===== src/design/bh3_pkg.sv =====
// ----------------------------------------------------------------------------
// bh3_pkg
// Shared types, constants and mixing function for the BLAKE3 hash engine.
// ----------------------------------------------------------------------------
package bh3_pkg;

    localparam int MaxStackDepth = 54;

    typedef logic [31:0]       word_t;
    typedef logic [7:0][31:0]  cv_t;
    typedef logic [15:0][31:0] blk_t;

    // Initial vector; element i is IV word i.
    localparam cv_t IV_WORDS = {
        32'h5BE0CD19, 32'h1F83D9AB, 32'h9B05688C, 32'h510E527F,
        32'hA54FF53A, 32'h3C6EF372, 32'hBB67AE85, 32'h6A09E667
    };

    localparam int MSG_PERM [16] = '{2, 6, 3, 10, 7, 0, 4, 13, 1, 11, 12, 5, 9, 14, 15, 8};

    // Domain flags.
    localparam logic [4:0] FLAG_CHUNK_START = 5'd1;
    localparam logic [4:0] FLAG_CHUNK_END   = 5'd2;
    localparam logic [4:0] FLAG_PARENT      = 5'd4;
    localparam logic [4:0] FLAG_ROOT        = 5'd8;
    localparam logic [4:0] FLAG_KEYED       = 5'd16;

    // Configuration register indexes.
    localparam logic [2:0] REG_KEYED_MODE = 3'd0;
    localparam logic [2:0] REG_KEY_0      = 3'd1;
    localparam logic [2:0] REG_KEY_1      = 3'd2;
    localparam logic [2:0] REG_KEY_2      = 3'd3;
    localparam logic [2:0] REG_KEY_3      = 3'd4;

    typedef struct packed {
        logic [63:0] data_word;
        logic [3:0]  byte_count;
        logic        last;
    } item_t;

    typedef struct packed {
        word_t a;
        word_t b;
        word_t c;
        word_t d;
    } quad_t;

    // Request to the compression unit.
    typedef struct packed {
        logic        start;
        cv_t         cv;
        blk_t        blk;
        logic [63:0] ctr;
        logic [6:0]  len;
        logic [4:0]  flags;
    } cmp_req_t;

    // One quarter-round mixing function.
    function automatic quad_t g_fn(input word_t a, input word_t b, input word_t c,
                                   input word_t d, input word_t mx, input word_t my);
        word_t ta;
        word_t tb;
        word_t tc;
        word_t td;
        quad_t r;
        ta = a + b + mx;
        td = d ^ ta;
        td = {td[15:0], td[31:16]};
        tc = c + td;
        tb = b ^ tc;
        tb = {tb[11:0], tb[31:12]};
        ta = ta + tb + my;
        td = td ^ ta;
        td = {td[7:0], td[31:8]};
        tc = tc + td;
        tb = tb ^ tc;
        tb = {tb[6:0], tb[31:7]};
        r.a = ta;
        r.b = tb;
        r.c = tc;
        r.d = td;
        return r;
    endfunction

    // Key words: the key registers in keyed mode, otherwise the IV.
    function automatic cv_t key_words(input logic keyed, input logic [3:0][63:0] key);
        cv_t kw;
        for (int i = 0; i < 4; i++)
        begin
            kw[2*i]   = keyed ? key[i][31:0]  : IV_WORDS[2*i];
            kw[2*i+1] = keyed ? key[i][63:32] : IV_WORDS[2*i+1];
        end
        return kw;
    endfunction

endpackage


===== src/design/bh3_if.sv =====
// ----------------------------------------------------------------------------
// bh3_if
// Channel interfaces: message words in, digests out, configuration writes.
// ----------------------------------------------------------------------------
interface bh3_item_if;
    logic        valid;
    logic        ready;
    logic [63:0] data_word;
    logic [3:0]  byte_count;
    logic        last;
    modport source (output valid, data_word, byte_count, last, input ready);
    modport sink   (input valid, data_word, byte_count, last, output ready);
endinterface



===== src/design/bh3_front.sv =====
// ----------------------------------------------------------------------------
// bh3_front
// Accepts message words, clamps the byte count and queues them two deep.
// ----------------------------------------------------------------------------
module bh3_front
    import bh3_pkg::*;
(
    input  logic         clk,
    input  logic         rst_n,
    bh3_item_if.sink     in_ch,
    output item_t        q_item,
    output logic         q_valid,
    input  logic         q_pop
);

    item_t      ent_reg [2];
    logic       wptr_reg;
    logic       rptr_reg;
    logic [1:0] cnt_reg;
    logic       push;
    item_t      clamped;

    assign in_ch.ready = (cnt_reg != 2'd2);
    assign push        = in_ch.valid && in_ch.ready;
    assign q_valid     = (cnt_reg != 2'd0);
    assign q_item      = ent_reg[rptr_reg];

    // A count above eight means a full word.
    always_comb
    begin
        clamped.data_word  = in_ch.data_word;
        clamped.byte_count = (in_ch.byte_count > 4'd8) ? 4'd8 : in_ch.byte_count;
        clamped.last       = in_ch.last;
    end

    // Queue storage.
    always_ff @(posedge clk)
    begin
        if (push)
        begin
            ent_reg[wptr_reg] <= clamped;
        end
    end

    // Queue pointers and fill.
    always_ff @(posedge clk or negedge rst_n)
    begin
        if (!rst_n)
        begin
            wptr_reg <= 1'b0;
            rptr_reg <= 1'b0;
            cnt_reg  <= 2'd0;
        end
        else
        begin
            if (push)
            begin
                wptr_reg <= ~wptr_reg;
            end
            if (q_pop)
            begin
                rptr_reg <= ~rptr_reg;
            end
            cnt_reg <= cnt_reg + {1'b0, push} - {1'b0, q_pop};
        end
    end

endmodule


===== src/flat_wrapper.sv =====
// flat-port wrapper written by rule: the top's interface ports become plain ports
module bh3_front_flat import bh3_pkg::*;
  (clk, rst_n, q_item, q_valid, q_pop, in_ch_valid, in_ch_data_word, in_ch_byte_count, in_ch_last, in_ch_ready);
  bh3_item_if in_ch_i ();
  input  logic clk;
  input  logic rst_n;
  output item_t q_item;
  output logic q_valid;
  input  logic q_pop;
  input wire logic [$bits(in_ch_i.valid)-1:0] in_ch_valid;
  input wire logic [$bits(in_ch_i.data_word)-1:0] in_ch_data_word;
  input wire logic [$bits(in_ch_i.byte_count)-1:0] in_ch_byte_count;
  input wire logic [$bits(in_ch_i.last)-1:0] in_ch_last;
  output wire logic [$bits(in_ch_i.ready)-1:0] in_ch_ready;
  assign in_ch_i.valid = in_ch_valid;
  assign in_ch_i.data_word = in_ch_data_word;
  assign in_ch_i.byte_count = in_ch_byte_count;
  assign in_ch_i.last = in_ch_last;
  assign in_ch_ready = in_ch_i.ready;
  bh3_front u_core (.clk(clk), .rst_n(rst_n), .in_ch(in_ch_i), .q_item(q_item), .q_valid(q_valid), .q_pop(q_pop));
endmodule

===== config.mk =====
export PLATFORM = sky130hd
export DESIGN_NAME = bh3_front_flat
export DESIGN_NICKNAME = d
export VERILOG_FILES = /design/src/design/bh3_pkg.sv /design/src/design/bh3_if.sv /design/src/design/bh3_front.sv /design/src/flat_wrapper.sv
export SDC_FILE = /design/constraint.sdc
export NUM_CORES = 1
export LEC_CHECK = 0
export ABC_AREA = 1
export BUFFER_PORTS_ARGS = -buffer_cell sky130_fd_sc_hd__buf_2
export CAP_MARGIN = 20
export CORE_ASPECT_RATIO = 0.7
export CORE_MARGIN = 4
export CORE_UTILIZATION = 29
export CTS_CLUSTER_DIAMETER = 80
export DETAILED_ROUTE_END_ITERATION = 8
export SETUP_SLACK_MARGIN = 0.2
export SLEW_MARGIN = 5
export SYNTH_ARGS = -nofsm -noshare
export SYNTH_HDL_FRONTEND = slang
export SYNTH_SLANG_ARGS = --single-unit

===== constraint.sdc =====
create_clock -name clk -period 3.9 [get_ports clk]
set_input_delay 0.78 -clock clk [delete_from_list [all_inputs] [get_ports clk]]
set_output_delay 0.78 -clock clk [all_outputs]
set_load 0.005 [all_outputs]

Word-level counts from Yosys, hierarchy flattened
Memory sizes are Yosys's and may differ from the RTL's.
Cells that the tools add are included.
{"block": "op_classes", "reduce_logical": 2, "mul": 0, "eq_ne": 1, "bitwise_logic": 2, "muxes": 3, "order_cmp": 1, "addsub": 2, "n_div": 0, "n_shift": 0}
{"cell": "$gt 4x4->1 const B", "count": 1}
{"cell": "$mux 4", "count": 1}
{"cell": "$add 2x1->2", "count": 1}
{"cell": "$mux 1", "count": 2}
{"cell": "$ne 2x2->1 const B", "count": 1}
{"cell": "$not 1->1", "count": 2}
{"cell": "$reduce_bool 2->1", "count": 1}
{"cell": "$sub 2x1->2", "count": 1}
{"cell": "$logic_and 1x1->1", "count": 1}
{"block": "word_totals", "latch_bits": 0, "ram_bits": 138, "out_inout_bits": 71, "word_cells": 15, "mem_count": 1, "romBits": 0, "inputBits": 73, "register_bits": 4}
{"memory": "u_core.ent_reg", "depth": 2, "word_bits": 69, "rd": 1, "rd_ports_with_merged_regs": 0, "wr": 1, "line": "bh3_front.sv:16", "rtl": "item_t ent_reg [2];"}

Depth between registers and ports, before layout
{"block": "depth", "ltp_word": 4, "ltp_mapped": 8}

Worst setup path before layout
No wires, ideal clock.
{"block": "synth_timing", "path_kind": "input to register", "from": "in in_ch_valid", "to": "mem u_core.ent_reg[1][0] (netlist bit), enable pin", "setup_time_ns": 0.498, "cell_stages": 2, "t_arrival_ns": 3.785, "slack_ns": -0.383, "path_cell_list": "nand2_1 > nor2_1"}
{"block": "synth_via", "elab_chain_cells": 3}
{"item": "start: declaration", "line": "flat_wrapper.sv:10", "rtl": "input wire logic [$bits(in_ch_i.valid)-1:0] in_ch_valid;"}
{"item": "$logic_and 1x1->1", "line": "bh3_front.sv:24", "rtl": "assign push = in_ch.valid && in_ch.ready;"}
{"item": "$mux 1", "line": "bh3_front.sv:39", "rtl": "if (push)"}
{"item": "$mux 1 (implied by the code)", "line": "bh3_front.sv:41", "rtl": "ent_reg[wptr_reg] <= clamped;"}
{"item": "end: declaration", "line": "bh3_front.sv:16"}
Every way passes these cells.

==> flow_summary.yaml <==
drt:
  drtPass1Iterations: 4
  drt-met1-wl_mm: 4.690
  highest_layer: "met5"
  ant_nets: 0
  wl_met2_mm: 4.872
  num_vias: 2746
  wl_met3_um: 784
  vias_per_cell: 4.129
  drtIter0Drc: 164
  wire_per_inst_um: 15.74
  routed_wl_mm: 10.47
  drc: 0
yosys:
  ys_warn_count: 0
  synth_nets: 326
  syn-cell-area_um2: 5582
  ys_seq_area_share_pct: 76.04
  post_synth_num_cell_types: 14
  netlist_instances: 252
  avgSynthCellArea_um2: 22.15
  synth-seq-cells: 142
floorplan:
  core_area_um2: 18920
  die_h_um: 124.1
  dieArea_um2: 21570
  chipWidth_um: 173.8
  pin_count: 144
  rows: 42
  initial_utilization_pct: 29.50
sta:
  whs_ns: 0.1561
  skew_ns: 0.01079
  report.final.slew_viol_count: 0
  max_freq_mhz: 341.0
  worst_pin_slew_ns: 0.8239
  setup_viol: 0
  grt_setup_unrepaired: "no"
  final.setup.worst_slack_ns: 0.9677
  period_needed_ns: 2.932
  maxSlewHeadroom_pct: 44.94
  fin_crit_sh_pct: 75.19
  tns_ns: 0
  hold_violations: 0
clock_network:
  cts.sinks: 142
  cts_root_buf: "clkbuf_16"
  clockBufferDepth: 2
  h-tree-depth: 4
  cts_tree: "done"
  cts-resized-gates: 0
  path_clk_slew_ns: 0.06
  clock_latency_ns: 0.42
  cts_buffers: 17
  post-cts-setup-buffer-count: 0
  hold_buffers: 0
critical_path:
  worstPathMaxFanout: 30
  r2r_end: "u_core.ent_reg[0][1]$_DFFE_PP_"
  crit_start: "u_core.rptr_reg$_DFFE_PN0P_"
  required_ns: 3.12
  crit_end: "q_item[40]"
  worstPathArrival_ns: 2.15
  start_kind: "flop"
  crit_type: "reg -> out"
  r2r-start: "u_core.cnt_reg[1]$_DFF_PN0_"
  end_kind: "output pin"
  r2r_slack_ns: 1.81
  ff2ff_path_depth: 4
pwr:
  p_per_area_nw_per_um2: 786.0
  p_leak_uw: 0.002937
  ir_drop_mv: 0.2696
  total_power_uw: 5685
final_layout:
  fin_nets: 485
  largest_reg_flops: 138
  finish.cell_count_without_fillers: 665
  syn_to_final_growth_pct: 29.57
  n_fill_cell: 1758
  diodes: 0
  layout-drive-gt1-share_pct: 58.63
placement:
  portBuffers: 143
  dp.cells: 634
  dp_hpwl_mm: 7.094
  place_congestion: 0.7069
  pre_cts_ws_ns: 1.357
global_routing:
  first_global_vias: 2957
  antenna_found_initial: 1
  grt_max_degree: 45
  grt_pass1_wl_mm: 15.65
  track_usage_pct: 9.666
  gr-total-overflow: 0
job:
  maxCapViolCount: 0
run_status:
  status: "finished clean"
worst_hold_path:
  holdCritPathClass: "in -> async"
-- per-stage QoR --
step	utilization (%)	instance area, µm²
2_1_floorplan	-	5587
3_3_place_gp	34.54	6534
3_5_place_dp	34.54	6534
4_1_cts	38.23	7232
5_1_grt	38.23	7232
6_report	38.23	7232
-- cell families after synthesis --
group / synth area share (%)
adder cells (fa/ha/maj): 0.2241
multiplexers: 18.56
XOR/XNOR: 0.3139
AO/OA/AOI/OAI: 0.2241
buffers and inverters: 3.385
AND/OR/NAND/NOR: 1.255
flip-flops: 76.04
-- layout make-up --
cell class	instances	area, µm²	share of cell area [%]
tap	242	302.8	4.187
clock buffer	20	436.7	6.038
timing repair buffer	149	785.8	10.87
clock inverter	11	261.5	3.616
multi-input combinational	92	1164	16.09
sequential	142	4248	58.74
inverter	9	33.78	0.4671
-- power breakdown --
group          leakage, µW  total [µW]  switching, µW  internal [µW]
registers          0.00133        2260            173           2090
clock network     0.000336        1920            595           1330
logic              0.00127        1510            658            847
-- routing by layer --
metal  vias up  global-route usage (%)
met3        11                   4.490
li1       1291                       -
met4         2                   3.559
met2       106                   15.31
met5         -                       0
met1      1336                   11.70
-- critical path: stages (launching register included) --
cell and delay [ns]:
dfrtp_4 0.78, buf_4 0.46, mux2_4 0.35, buf_2 0.13
-- worst min path at each step --
stage	end	slack [ns]	cells after the start
finish	u_core.cnt_reg[1]$_DFF_PN0_	0.16	1
global route	u_core.cnt_reg[1]$_DFF_PN0_	0.14	1
CTS	u_core.cnt_reg[1]$_DFF_PN0_	0.13	1
detailed placement	u_core.rptr_reg$_DFFE_PN0P_	0.59	1
global placement	u_core.wptr_reg$_DFFE_PN0P_	0.56	2
floorplan	u_core.cnt_reg[0]$_DFF_PN0_	0.48	0
-- Yosys cell counts (all sizes together) --
cell      n  area share, %
edfxtp  138             74
mux2     69             19
inv       9           0.61
nand2     9           0.61
buf       8            2.7
nor2      7           0.47
dfrtp     4            1.8
nand3     2           0.18
xor2      2           0.31
a21boi    1           0.13
a21oi     1          0.090
clkbuf    1          0.067
ha        1           0.22
-- layout by cell type (no fill, tap or decap), types with 2 or more instances in the layout --
cell and instances:
buf_12 2, buf_2 143, buf_4 4, bufinv_16 8, clkbuf_1 3, clkbuf_16 17
dfrtp_1 3, edfxtp_1 138, inv_1 9, mux2_4 69, nand2_1 9, nand3_1 2
nor2_1 5, nor2_4 2, xor2_1 2
Power figures use the tool's default switching activity.
